==> config.mk <==
export PLATFORM = sky130hd
export DESIGN_NAME = sorted_priority_queue
export DESIGN_NICKNAME = d
export VERILOG_FILES = /design/src/sv/spq_pkg.sv /design/src/sv/sorted_priority_queue.sv /design/src/sv/spq_ctrl.sv /design/src/sv/spq_datapath.sv
export SDC_FILE = /design/constraint.sdc
export NUM_CORES = 2
export LEC_CHECK = 0
export ABC_AREA = 1
export ABC_CLOCK_PERIOD_IN_PS = 10710
export BUFFER_PORTS_ARGS = -buffer_cell sky130_fd_sc_hd__buf_4
export CELL_PAD_IN_SITES_DETAIL_PLACEMENT = 1
export CELL_PAD_IN_SITES_GLOBAL_PLACEMENT = 2
export CORE_UTILIZATION = 41
export DETAILED_ROUTE_END_ITERATION = 10
export GPL_TIMING_DRIVEN = 0
export PLACE_DENSITY = 0.9
export SYNTH_ARGS = -nofsm -noshare
export SYNTH_HDL_FRONTEND = slang
export SYNTH_SLANG_ARGS = --single-unit
==> constraint.sdc <==
create_clock -name clk -period 10.71 [get_ports clk]
set_input_delay 1.071 -clock clk [delete_from_list [all_inputs] [get_ports clk]]
set_output_delay 1.071 -clock clk [all_outputs]
set_load 0.03 [all_outputs]
==> src/sv/spq_pkg.sv <==
// Package for the sorted priority queue: operation and status codes,
// controller states and the command/flag structs between controller and datapath.
// No dependencies.
package spq_pkg;

  typedef enum logic [1:0] {
    MODE_INSERT = 2'd0,
    MODE_REMOVE = 2'd1,
    MODE_CLEAR  = 2'd2,
    MODE_QUERY  = 2'd3
  } mode_t;

  typedef enum logic [1:0] {
    STATUS_OK    = 2'd0,
    STATUS_EMPTY = 2'd1,
    STATUS_FULL  = 2'd2
  } status_t;

  typedef enum logic {
    ST_IDLE = 1'b0,
    ST_HOLD = 1'b1
  } state_t;

  // Controller to datapath.
  typedef struct packed {
    logic    load;
    logic    do_insert;
    logic    do_remove;
    logic    do_clear;
    status_t status;
  } dp_cmd_t;

  // Datapath to controller.
  typedef struct packed {
    logic full;
    logic empty;
  } dp_flags_t;

endpackage

==> src/sv/sorted_priority_queue.sv <==
// Top level of the sorted priority queue: stream ports, controller and datapath.
// Depends on spq_pkg, spq_ctrl and spq_datapath.
//
// Bounded min-priority queue of DEPTH entries kept sorted by signed key in a
// shift-register cell chain; slot 0 is the head. Each input beat carries a
// mode in in_tuser (insert, remove least, clear, query head) and an entry in
// in_tdata; each one gives exactly one result beat. An insert goes after all
// held entries of equal or smaller key, so ties leave in arrival order; an
// insert into a full queue is dropped with status full, a remove from an
// empty queue returns status empty and a zero tag. Every result reports the
// removed tag, the head entry and the occupancy after the step (head fields
// are zero when the queue is empty). Rate: one item per clock cycle while the
// receiver takes results; the result is registered in the cycle after acceptance.
// All cells compare the new key in parallel and shift in the same cycle; the output
// register lets a new beat enter in the cycle the waiting result is taken.
module sorted_priority_queue #(
  parameter int DEPTH    = 16,
  parameter int TAG_BITS = 16,
  parameter int KEY_BITS = 32,
  localparam int CNT_W          = $clog2(DEPTH + 1),
  localparam int IN_FIELD_BITS  = TAG_BITS + KEY_BITS,
  localparam int IN_DATA_BITS   = ((IN_FIELD_BITS + 7) / 8) * 8,
  localparam int OUT_FIELD_BITS = 2 * TAG_BITS + KEY_BITS + CNT_W + 1,
  localparam int OUT_DATA_BITS  = ((OUT_FIELD_BITS + 7) / 8) * 8
) (
  input  logic                    clk,
  input  logic                    rst_n,
  input  logic                    in_tvalid,
  output logic                    in_tready,
  // in_tdata, lowest bit up: payload_tag, priority_key, zero pad to bytes
  input  logic [IN_DATA_BITS-1:0] in_tdata,
  // in_tuser: mode
  input  logic [1:0]              in_tuser,
  output logic                    out_tvalid,
  input  logic                    out_tready,
  // out_tdata, lowest bit up: removed_tag, head_tag, head_key, occupancy,
  // is_empty, zero pad to bytes
  output logic [OUT_DATA_BITS-1:0] out_tdata,
  // out_tuser: status
  output logic [1:0]              out_tuser
);

  localparam int OCC_LSB       = 2 * TAG_BITS + KEY_BITS;
  localparam int HKEY_LSB      = 2 * TAG_BITS;
  localparam int EMPTY_BIT     = OCC_LSB + CNT_W;

  spq_pkg::dp_cmd_t           cmd;
  spq_pkg::dp_flags_t         flags;
  logic [TAG_BITS-1:0]        in_tag;
  logic signed [KEY_BITS-1:0] in_key;
  logic [TAG_BITS-1:0]        removed_tag;
  spq_pkg::status_t           status;
  logic [TAG_BITS-1:0]        head_tag;
  logic signed [KEY_BITS-1:0] head_key;
  logic [CNT_W-1:0]           occupancy;
  logic                       is_empty;

  // Unpack the entry fields of the input beat.
  assign in_tag = in_tdata[TAG_BITS-1:0];
  assign in_key = in_tdata[TAG_BITS +: KEY_BITS];

  spq_ctrl u_ctrl (
    .clk       (clk),
    .rst_n     (rst_n),
    .in_valid  (in_tvalid),
    .in_mode   (in_tuser),
    .out_ready (out_tready),
    .flags     (flags),
    .in_ready  (in_tready),
    .out_valid (out_tvalid),
    .cmd       (cmd)
  );

  spq_datapath #(
    .DEPTH    (DEPTH),
    .TAG_BITS (TAG_BITS),
    .KEY_BITS (KEY_BITS),
    .CNT_W    (CNT_W)
  ) u_datapath (
    .clk           (clk),
    .rst_n         (rst_n),
    .cmd           (cmd),
    .in_tag        (in_tag),
    .in_key        (in_key),
    .flags         (flags),
    .removed_tag_r (removed_tag),
    .status_r      (status),
    .head_tag_r    (head_tag),
    .head_key_r    (head_key),
    .occupancy_r   (occupancy),
    .is_empty_r    (is_empty)
  );

  // Pack the result beat; the size cast fills the byte pad with zeros.
  assign out_tdata = OUT_DATA_BITS'({is_empty, occupancy, head_key, head_tag, removed_tag});
  assign out_tuser = status;

  // Occupancy never passes the capacity.
  a_occ_bound: assert property (@(posedge clk) disable iff (!rst_n)
    out_tvalid |-> (out_tdata[OCC_LSB +: CNT_W] <= CNT_W'(DEPTH)))
    else $error("occupancy above capacity");

  // The empty flag agrees with a zero occupancy, and an empty queue shows a zero head.
  a_empty_head: assert property (@(posedge clk) disable iff (!rst_n)
    (out_tvalid && out_tdata[EMPTY_BIT]) |->
      (out_tdata[OCC_LSB +: CNT_W] == '0) && (out_tdata[HKEY_LSB +: KEY_BITS] == '0)
      && (out_tdata[TAG_BITS +: TAG_BITS] == '0))
    else $error("empty result with nonzero head or occupancy");

  // A full status is only reported with the queue at capacity.
  a_full_status: assert property (@(posedge clk) disable iff (!rst_n)
    (out_tvalid && (out_tuser == spq_pkg::STATUS_FULL)) |->
      (out_tdata[OCC_LSB +: CNT_W] == CNT_W'(DEPTH)))
    else $error("full status below capacity");

  // Every accepted beat produces a result beat in the next cycle.
  a_result_follows: assert property (@(posedge clk) disable iff (!rst_n)
    (in_tvalid && in_tready) |=> out_tvalid)
    else $error("accepted beat without result");

endmodule

==> src/sv/spq_ctrl.sv <==
// Controller of the sorted priority queue: handshake FSM and operation decode.
// Depends on spq_pkg.
module spq_ctrl (
  input  logic                clk,
  input  logic                rst_n,
  input  logic                in_valid,
  input  logic [1:0]          in_mode,
  input  logic                out_ready,
  input  spq_pkg::dp_flags_t  flags,
  output logic                in_ready,
  output logic                out_valid,
  output spq_pkg::dp_cmd_t    cmd
);

  spq_pkg::state_t state_r, state_nxt;
  spq_pkg::mode_t  mode;
  logic            accept;

  assign mode     = spq_pkg::mode_t'(in_mode);
  assign in_ready = (state_r == spq_pkg::ST_IDLE) || out_ready;
  assign accept   = in_valid && in_ready;

  always_ff @(posedge clk) begin
    if (!rst_n) begin
      state_r <= spq_pkg::ST_IDLE;
    end else begin
      state_r <= state_nxt;
    end
  end

  always_comb begin
    state_nxt = state_r;
    unique case (state_r)
      spq_pkg::ST_IDLE: begin
        if (accept) state_nxt = spq_pkg::ST_HOLD;
      end
      spq_pkg::ST_HOLD: begin
        if (out_ready && !accept) state_nxt = spq_pkg::ST_IDLE;
      end
      default: state_nxt = spq_pkg::ST_IDLE;
    endcase
  end

  always_comb begin
    out_valid     = (state_r == spq_pkg::ST_HOLD);
    cmd.load      = accept;
    cmd.do_insert = 1'b0;
    cmd.do_remove = 1'b0;
    cmd.do_clear  = 1'b0;
    cmd.status    = spq_pkg::STATUS_OK;
    unique case (mode)
      spq_pkg::MODE_INSERT: begin
        if (flags.full) cmd.status = spq_pkg::STATUS_FULL;
        else            cmd.do_insert = accept;
      end
      spq_pkg::MODE_REMOVE: begin
        if (flags.empty) cmd.status = spq_pkg::STATUS_EMPTY;
        else             cmd.do_remove = accept;
      end
      spq_pkg::MODE_CLEAR: begin
        cmd.do_clear = accept;
      end
      spq_pkg::MODE_QUERY: begin
        cmd.status = spq_pkg::STATUS_OK;
      end
      default: cmd.status = spq_pkg::STATUS_OK;
    endcase
  end

endmodule

==> src/sv/spq_datapath.sv <==
// Datapath of the sorted priority queue: shift-register cell chain and result register.
// Depends on spq_pkg.
module spq_datapath #(
  parameter int DEPTH    = 16,
  parameter int TAG_BITS = 16,
  parameter int KEY_BITS = 32,
  parameter int CNT_W    = 5
) (
  input  logic                       clk,
  input  logic                       rst_n,
  input  spq_pkg::dp_cmd_t           cmd,
  input  logic [TAG_BITS-1:0]        in_tag,
  input  logic signed [KEY_BITS-1:0] in_key,
  output spq_pkg::dp_flags_t         flags,
  output logic [TAG_BITS-1:0]        removed_tag_r,
  output spq_pkg::status_t           status_r,
  output logic [TAG_BITS-1:0]        head_tag_r,
  output logic signed [KEY_BITS-1:0] head_key_r,
  output logic [CNT_W-1:0]           occupancy_r,
  output logic                       is_empty_r
);

  logic signed [KEY_BITS-1:0] key_r [DEPTH];
  logic signed [KEY_BITS-1:0] key_nxt [DEPTH];
  logic signed [KEY_BITS-1:0] key_prev [DEPTH];
  logic signed [KEY_BITS-1:0] key_next [DEPTH];
  logic [TAG_BITS-1:0]        tag_r [DEPTH];
  logic [TAG_BITS-1:0]        tag_nxt [DEPTH];
  logic [TAG_BITS-1:0]        tag_prev [DEPTH];
  logic [TAG_BITS-1:0]        tag_next [DEPTH];
  logic [DEPTH-1:0]           le;
  logic [DEPTH-1:0]           prev_le;
  logic [CNT_W-1:0]           count_r, count_nxt;

  assign flags.full  = (count_r == CNT_W'(DEPTH));
  assign flags.empty = (count_r == '0);

  // Every held cell compares its key with the new one at once; the result is a
  // thermometer prefix because the chain is sorted.
  always_comb begin
    for (int i = 0; i < DEPTH; i++) begin
      le[i] = (count_r > CNT_W'(i)) && (key_r[i] <= in_key);
    end
    prev_le[0]  = 1'b1;
    key_prev[0] = in_key;
    tag_prev[0] = in_tag;
    for (int i = 1; i < DEPTH; i++) begin
      prev_le[i]  = le[i-1];
      key_prev[i] = key_r[i-1];
      tag_prev[i] = tag_r[i-1];
    end
    key_next[DEPTH-1] = key_r[DEPTH-1];
    tag_next[DEPTH-1] = tag_r[DEPTH-1];
    for (int i = 0; i < DEPTH - 1; i++) begin
      key_next[i] = key_r[i+1];
      tag_next[i] = tag_r[i+1];
    end
  end

  always_comb begin
    for (int i = 0; i < DEPTH; i++) begin
      key_nxt[i] = key_r[i];
      tag_nxt[i] = tag_r[i];
      if (cmd.do_insert && !le[i]) begin
        // first cell past the prefix takes the new entry, the rest shift up
        key_nxt[i] = prev_le[i] ? in_key : key_prev[i];
        tag_nxt[i] = prev_le[i] ? in_tag : tag_prev[i];
      end else if (cmd.do_remove) begin
        key_nxt[i] = key_next[i];
        tag_nxt[i] = tag_next[i];
      end
    end
  end

  always_comb begin
    count_nxt = count_r;
    priority if (cmd.do_clear)  count_nxt = '0;
    else if (cmd.do_insert)     count_nxt = count_r + CNT_W'(1);
    else if (cmd.do_remove)     count_nxt = count_r - CNT_W'(1);
  end

  always_ff @(posedge clk) begin
    if (!rst_n) begin
      count_r <= '0;
    end else begin
      count_r <= count_nxt;
    end
  end

  always_ff @(posedge clk) begin
    for (int i = 0; i < DEPTH; i++) begin
      key_r[i] <= key_nxt[i];
      tag_r[i] <= tag_nxt[i];
    end
  end

  // Result register: removed tag, status, and head and occupancy as they stand after the step.
  always_ff @(posedge clk) begin
    if (cmd.load) begin
      removed_tag_r <= cmd.do_remove ? tag_r[0] : '0;
      status_r      <= cmd.status;
      head_tag_r    <= (count_nxt != '0) ? tag_nxt[0] : '0;
      head_key_r    <= (count_nxt != '0) ? key_nxt[0] : '0;
      occupancy_r   <= count_nxt;
      is_empty_r    <= (count_nxt == '0);
    end
  end

endmodule

== Word-level counts from Yosys, hierarchy flattened ==
Memories as Yosys holds them, arrays and structs flattened.
Cells that the tools add are included.

* Muxes and demuxes: 106
* Reduce and logical (&&, ||, !) cells: 56
* Order comparisons: 32
* Bitwise logic cells: 1
* Equality and inequality tests: 3
* Add/sub/neg operators: 2

{| class="wikitable"
|+ Operators with widths
! operator !! count
|-
| $mux 32 || 46
|-
| $mux 16 || 46
|-
| $le 32x32->1 || 16
|-
| $gt 5x4->1 const B || 8
|-
| $logic_and 1x1->1 || 34
|-
| $gt 5x3->1 const B || 4
|-
| $logic_not 1->1 || 17
|-
| $mux 5 || 3
|-
| $gt 5x1->1 const B || 2
|-
| $gt 5x2->1 const B || 2
|-
| $logic_not 5->1 || 2
|-
| $mux 1 || 8
|-
| $add 5x1->5 const B || 1
|-
| $eq 5x5->1 const B || 1
|-
| $reduce_bool 5->1 || 1
|-
| $sub 5x1->5 const B || 1
|-
| $pmux 2 s2 || 1
|-
| $eq 2x1->1 const B || 1
|-
| $eq 2x2->1 const B || 1
|-
| $logic_not 2->1 || 1
|-
| $mux 2 || 1
|-
| $pmux 1 s2 || 1
|-
| $logic_or 1x1->1 || 1
|-
| $not 1->1 || 1
|}

* Memories: 2
* Logic and storage cells: 210
* RAM bits: 768
* Output and inout port bits: 76
* Flip-flop bits (word level): 78
* Bits of input ports: 54

{| class="wikitable"
|+ Memories
! name !! words !! width !! rd ports !! clocked after memory_dff !! write ports !! RTL line !! RTL
|-
| u_datapath.key_r || 16 || 32 || 16 || 0 || 16 || spq_datapath.sv:23 || <nowiki>logic signed [KEY_BITS-1:0] key_r [DEPTH];</nowiki>
|-
| u_datapath.tag_r || 16 || 16 || 16 || 0 || 16 || spq_datapath.sv:27 || <nowiki>logic [TAG_BITS-1:0] tag_r [DEPTH];</nowiki>
|}

== Depth between registers and ports, before layout ==
* Word-level depth: 9
* Mapped depth: 22
* Depth with buffers taken out: 20

== Modules after synthesis ==
Synthesis repeated with hierarchy kept, for this count alone.

* Cells, all modules: 7,780
* Area total of the unflattened synthesis: 58,293.4 µm²

{| class="wikitable"
|+ By module, submodules not included
! module !! sequential area each (µm²) !! area each (µm²) !! instances !! cells each
|-
| spq_datapath || 24,843.8 || 58,149.5 || 1 || 7,754
|-
| spq_ctrl || 20.0 || 117.6 || 1 || 22
|-
| sorted_priority_queue || 0.0 || 26.3 || 1 || 4
|}

== Least setup slack after synthesis ==
No wires, ideal clock.

* Path kind: input port to flip-flop
* Start: in out_tready
* End: mem u_datapath.key_r[15][0] (netlist: u_datapath.key_r[1][224]) (enable)
* Setup time: 470 ps
* Buffers on the path: 1
* Path slack: 4,420 ps
* Data arrival time: 5,820 ps
* Required time: 10,240 ps
* Stages: 7
* Cells stage by stage: inv_1 -> nand2_1 -> nand2_1 -> inv_1 -> nand3_4 -> buf_4 -> a21oi_1

{| class="wikitable"
|+ RTL lines
! element !! RTL line !! RTL
|-
| start: declaration || sorted_priority_queue.sv:35 || <nowiki>input logic out_tready,</nowiki>
|-
| end: declaration || spq_datapath.sv:23 ||
|}

==> results.txt <==
The number of distinct library cell variants in the gate-level netlist after synthesis came out at 44. The pin count of the biggest net entering global routing came out at 45. The total core area came out at ~140000 µm². The proportion of synthesized flip-flops having asynchronous set or reset came out at 0%.

The static leakage came out at approximately 32 nW. The worst vdd rail ir drop is roughly 0.00013 V. In the routed design, unresolved DRC markers number 0.

The complex-gate fraction of the synthesized area is under 10%. The run finished with clean final reports. The power per standard cell area is between 150 and 200 nW/µm².

The via count of the routed design is 52000. The clock root buffer master is clkbuf_16. The synthesized design devotes to its leading area cell type 41.1% of total area. The number of hold violations in the final report came to 0. Ranked by instance count, the synthesized netlist is headed by 3882 x nand2_1, 885 x nand3_1, 792 x edfxtp_1, 517 x ha_1, 394 x inv_1. The flip-flop cell with the highest count after synthesis is edfxtp_1. The proportion of layout cells with a drive suffix above 1 came out at approximately 6.8%.

The initial core utilization came out at between 40% and 50%. The via count of the first global-routing pass came to around 55000. The signal on the critical path passes through buf_4, inv_1, ha_1, nand2_1, nor4_1, nand2_1, nand2_1, nand2_1, nand2_1, nand2_1, nand3_1, nand2_1, nand2_1, buf_2, buf_2, nand2_2, buf_12.

The worst setup path is captured at a register. The net count reported at finish came out at about 8600. The number of max-slew violations in the final report is 0. The worst setup path is launched from an input pin.

The number of gates resized after cts is 0. The remaining max-slew budget at the tightest pin came out at about 4.7%. The sum of internal, switching and leakage power is ~10 mW. The count of pins on the block boundary is 130.

The quantity of I/O buffers inserted on ports is between 100 and 150. The clock tree from TritonCTS is done. Along the worst hold path, the cell count comes to 2. The floorplan step defined a die boundary enclosing between 100000 and 150000 µm². The post-synthesis simple-gate area fraction is a little over a third. For this run, the slowest stage of the critical path takes about 0.9 ns. In the global route stage, overall resource usage came out at 29.8%. The portion of the clock cycle consumed by the worst path in the final layout is 48.0%. The number of cells on the worst reg-to-reg path is 12.

The synthesis-to-layout area growth is 12.3%. The setup slack on the worst flop-to-flop path is between 5 and 6 ns. The largest area contributor in the synthesized netlist is edfxtp_1.

In this run, synthesis inferred 792 flip-flops with an integrated enable. The peak fanout along the critical path is 38. Counting flops and latches in the post-synthesis netlist gives 846. The number of setup buffers added after CTS came out at 0. The per-cell via count in the routed design is 5.20. The worst register-to-register path begins at u_ctrl.out_valid$_SDFF_PN0_.

After clock tree synthesis, the clock-pin slew on the worst setup and hold paths is ~0.060 ns. In this run the most critical hold path is launched from u_datapath.tag_r[3][58]$_DFFE_PP_. In this run the cell area of the synthesized design comes to 57900 µm².

For this design, the sink count on the clock tree is 846. Summing all multi-input logic gate instances after layout gives 29500 µm². The number of design-rule violations left by the first detailed-router iteration came out at around 3400. The number of standard-cell rows in the floorplan came out at around 140. The data required time at the worst endpoint is 11.17 ns. The multiplexer area fraction after synthesis is 0%.

The layout filler cell count is 17500. The share of synthesized cell area in full adder, half adder and majority cells is about 11%. The number of antenna violations at the first check in global routing came to 5. Counting along the longest clock path gives a buffer depth of 3. In the final layout, flip-flops and latches occupy around 25000 µm². The leftover overflow at the end of global routing is 0. The level count of the clock H-tree is 3. The detail route stage leaves a number of antenna-violating nets equal to 0. The data arrival time of the critical path is between 5 and 6 ns. The time the final worst path needs with I/O delays and setup came out at slightly above 5 ns. The family of cells with the greatest summed delay on the critical path is simple AND/OR/NAND/NOR gates. By instance count, the cell type seen most on the critical path is nand2_1.

The routed length per instance is between 20 and 25 µm. The main combinational cell family by area after synthesis is simple AND/OR/NAND/NOR gates. The path with the worst hold slack has its endpoint at u_datapath.tag_r[3][42]$_DFFE_PP_. The hold buffer count at CTS is 0.

The parity-gate share of the synthesized area counting xor and xnor cells is 0%. The kind of path behind the tightest hold check is register to register. Derived from the worst setup path, the maximum achievable clock frequency is approximately 200 MHz. The number of buffers and inverters on the critical path came out at 5. The gate count after technology mapping came out at between 7000 and 8000. The slew at the pin closest to its max-slew limit came out at approximately 1.4 ns. The final number of setup-violating endpoints came out at 0.

The critical path is of the input pin to register type. The number of buffers created by CTS is 105. The placed wire-length estimate after detailed placement came out at ~180 mm. The largest clock skew in the final design came out at 0.0261 ns. The first-pass GRT wire length is about 320 mm.

The vertical die dimension is between 300 and 400 µm. Setup repair after global routing left no endpoint under its margin. The weighted congestion at the end of routability-driven global placement is approximately 0.92.

The clock reaches the later pin of the worst-skew pair after about 0.75 ns. In this run the critical register-to-register path is captured at u_datapath.key_r[0][48]$_DFFE_PP_. Among all stages on the critical path, the largest delay is contributed by inv_1.

The synthesized area per cell is around 7.5 µm². The total number of yosys warnings is 0. Summed over all failing endpoints, the final setup total negative slack is 0 ns. The count of TritonRoute iterations in the first routing pass is 5. The total routed wirelength came out at roughly 220 mm. The reported max-cap violation count came out at 0.

In this run the horizontal extent of the chip is between 300 and 400 µm. Yosys attributes the largest share of cell area to edfxtp_1 41%, nand2_1 25%, ha_1 11%, nand3_1 7.7%, inv_1 2.6%. Among all cell types in the netlist, the one instantiated most often is nand2_1.

The share of the Yosys chip area taken by registers is between 40 and 50%.
-- state kept, by name (all words and copies together) (netlist names) --
register / cells
u_datapath.count_r: 5
u_datapath.occupancy_r: 5
u_ctrl.out_valid: 1
u_datapath.tag_r: 256
u_datapath.status_r: 2
u_datapath.key_r: 512
u_datapath.removed_tag_r: 16
u_datapath.head_key_r: 32
u_datapath.is_empty_r: 1
u_datapath.head_tag_r: 16
-- worst max path at each step --
stage / to / cells after the start / start / slack, ns
global route: u_datapath.key_r[0][111]$_DFFE_PP_ / 19 / in_tdata[47] / 5.36
CTS: u_datapath.key_r[1][151]$_DFFE_PP_ / 17 / in_tdata[29] / 5.64
floorplan: u_datapath.key_r[1][224]$_DFFE_PP_ / 7 / out_tready / 4.42
global placement: u_datapath.tag_r[3][57]$_DFFE_PP_ / 8 / out_tready / 2.32
detailed placement: u_datapath.key_r[1][142]$_DFFE_PP_ / 17 / in_tdata[31] / 4.88
finish: u_datapath.key_r[1][137]$_DFFE_PP_ / 17 / in_tdata[29] / 5.57
-- power breakdown --
group | switching, mW | total (mW) | internal (mW)
Combinational | 1.75 | 2.48 | 0.736
Sequential | 0.188 | 4.15 | 3.96
Clock | 1.55 | 3.64 | 2.09
Total | 3.48 | 10.3 | 6.79
-- per-layer routing --
layer / share of wire (%) / track usage, %
met1: 44 / 37.7
met2: 48 / 52.3
met3: 4.0 / 2.83
met4: 3.7 / 11.5
met5: 0.0060 / 0
-- logic make-up (layout without fill, tap and decap cells) --
logic type	after synthesis	in the layout
simple gates	5071	5071
buf+inv	863	1203
flops	846	846
fa+ha+maj	517	517
compound gates	469	469
other cells	1	7
-- worst min-delay path: stages (launching register included) --
cell and delay [ns]:
edfxtp_1 0.32, nand2_1 0.05, nand2_1 0.05
-- final cells by class --
cell class | instances | share of cell area [%]
multi-input cells | 6059 | 45.3
flip-flops and latches | 846 | 38.3
clock buffers | 149 | 4.61
well taps | 1876 | 3.61
plain buffers | 449 | 3.12
inverters | 414 | 2.39
repair buffers | 143 | 1.96
clock inverters | 48 | 0.691
diodes | 5 | 0.0192
-- placed cells by master (no fill, tap or decap), types with 6 or more instances in the layout --
cell type and count:
nand4_1 42, ha_1 517, clkinvlp_4 7, o21ai_1 7, clkinv_2 16, clkbuf_16 107, dfxtp_1 54, nand2_2 17
nand3_1 885, o21a_1 34, buf_4 161, nand2_1 3868, bufinv_16 6, a21o_1 10, edfxtp_1 792, clkinv_1 13
clkbuf_8 16, clkbuf_1 282, nor2_1 212, a21oi_1 246, buf_12 16, inv_2 21, inv_1 392, nor3_1 19
buf_2 150, o21ai_0 155
-- metrics by stage --
step                      cell area (µm²)  hold slack, ns  cells  util [%]  setup slack (ns)
after floorplan                     57900           0.494   7768         -              4.42
after global placement              61200           0.497   9771      43.8              2.32
after detailed placement            61500           0.510   9787      44.1              4.88
after CTS                           65000           0.527   9984      46.5              5.64
after global routing                65000           0.536   9986      46.5              5.36
final                               65000           0.521   9989      46.5              5.57
No activity file was read; power rests on OpenSTA's default activity.
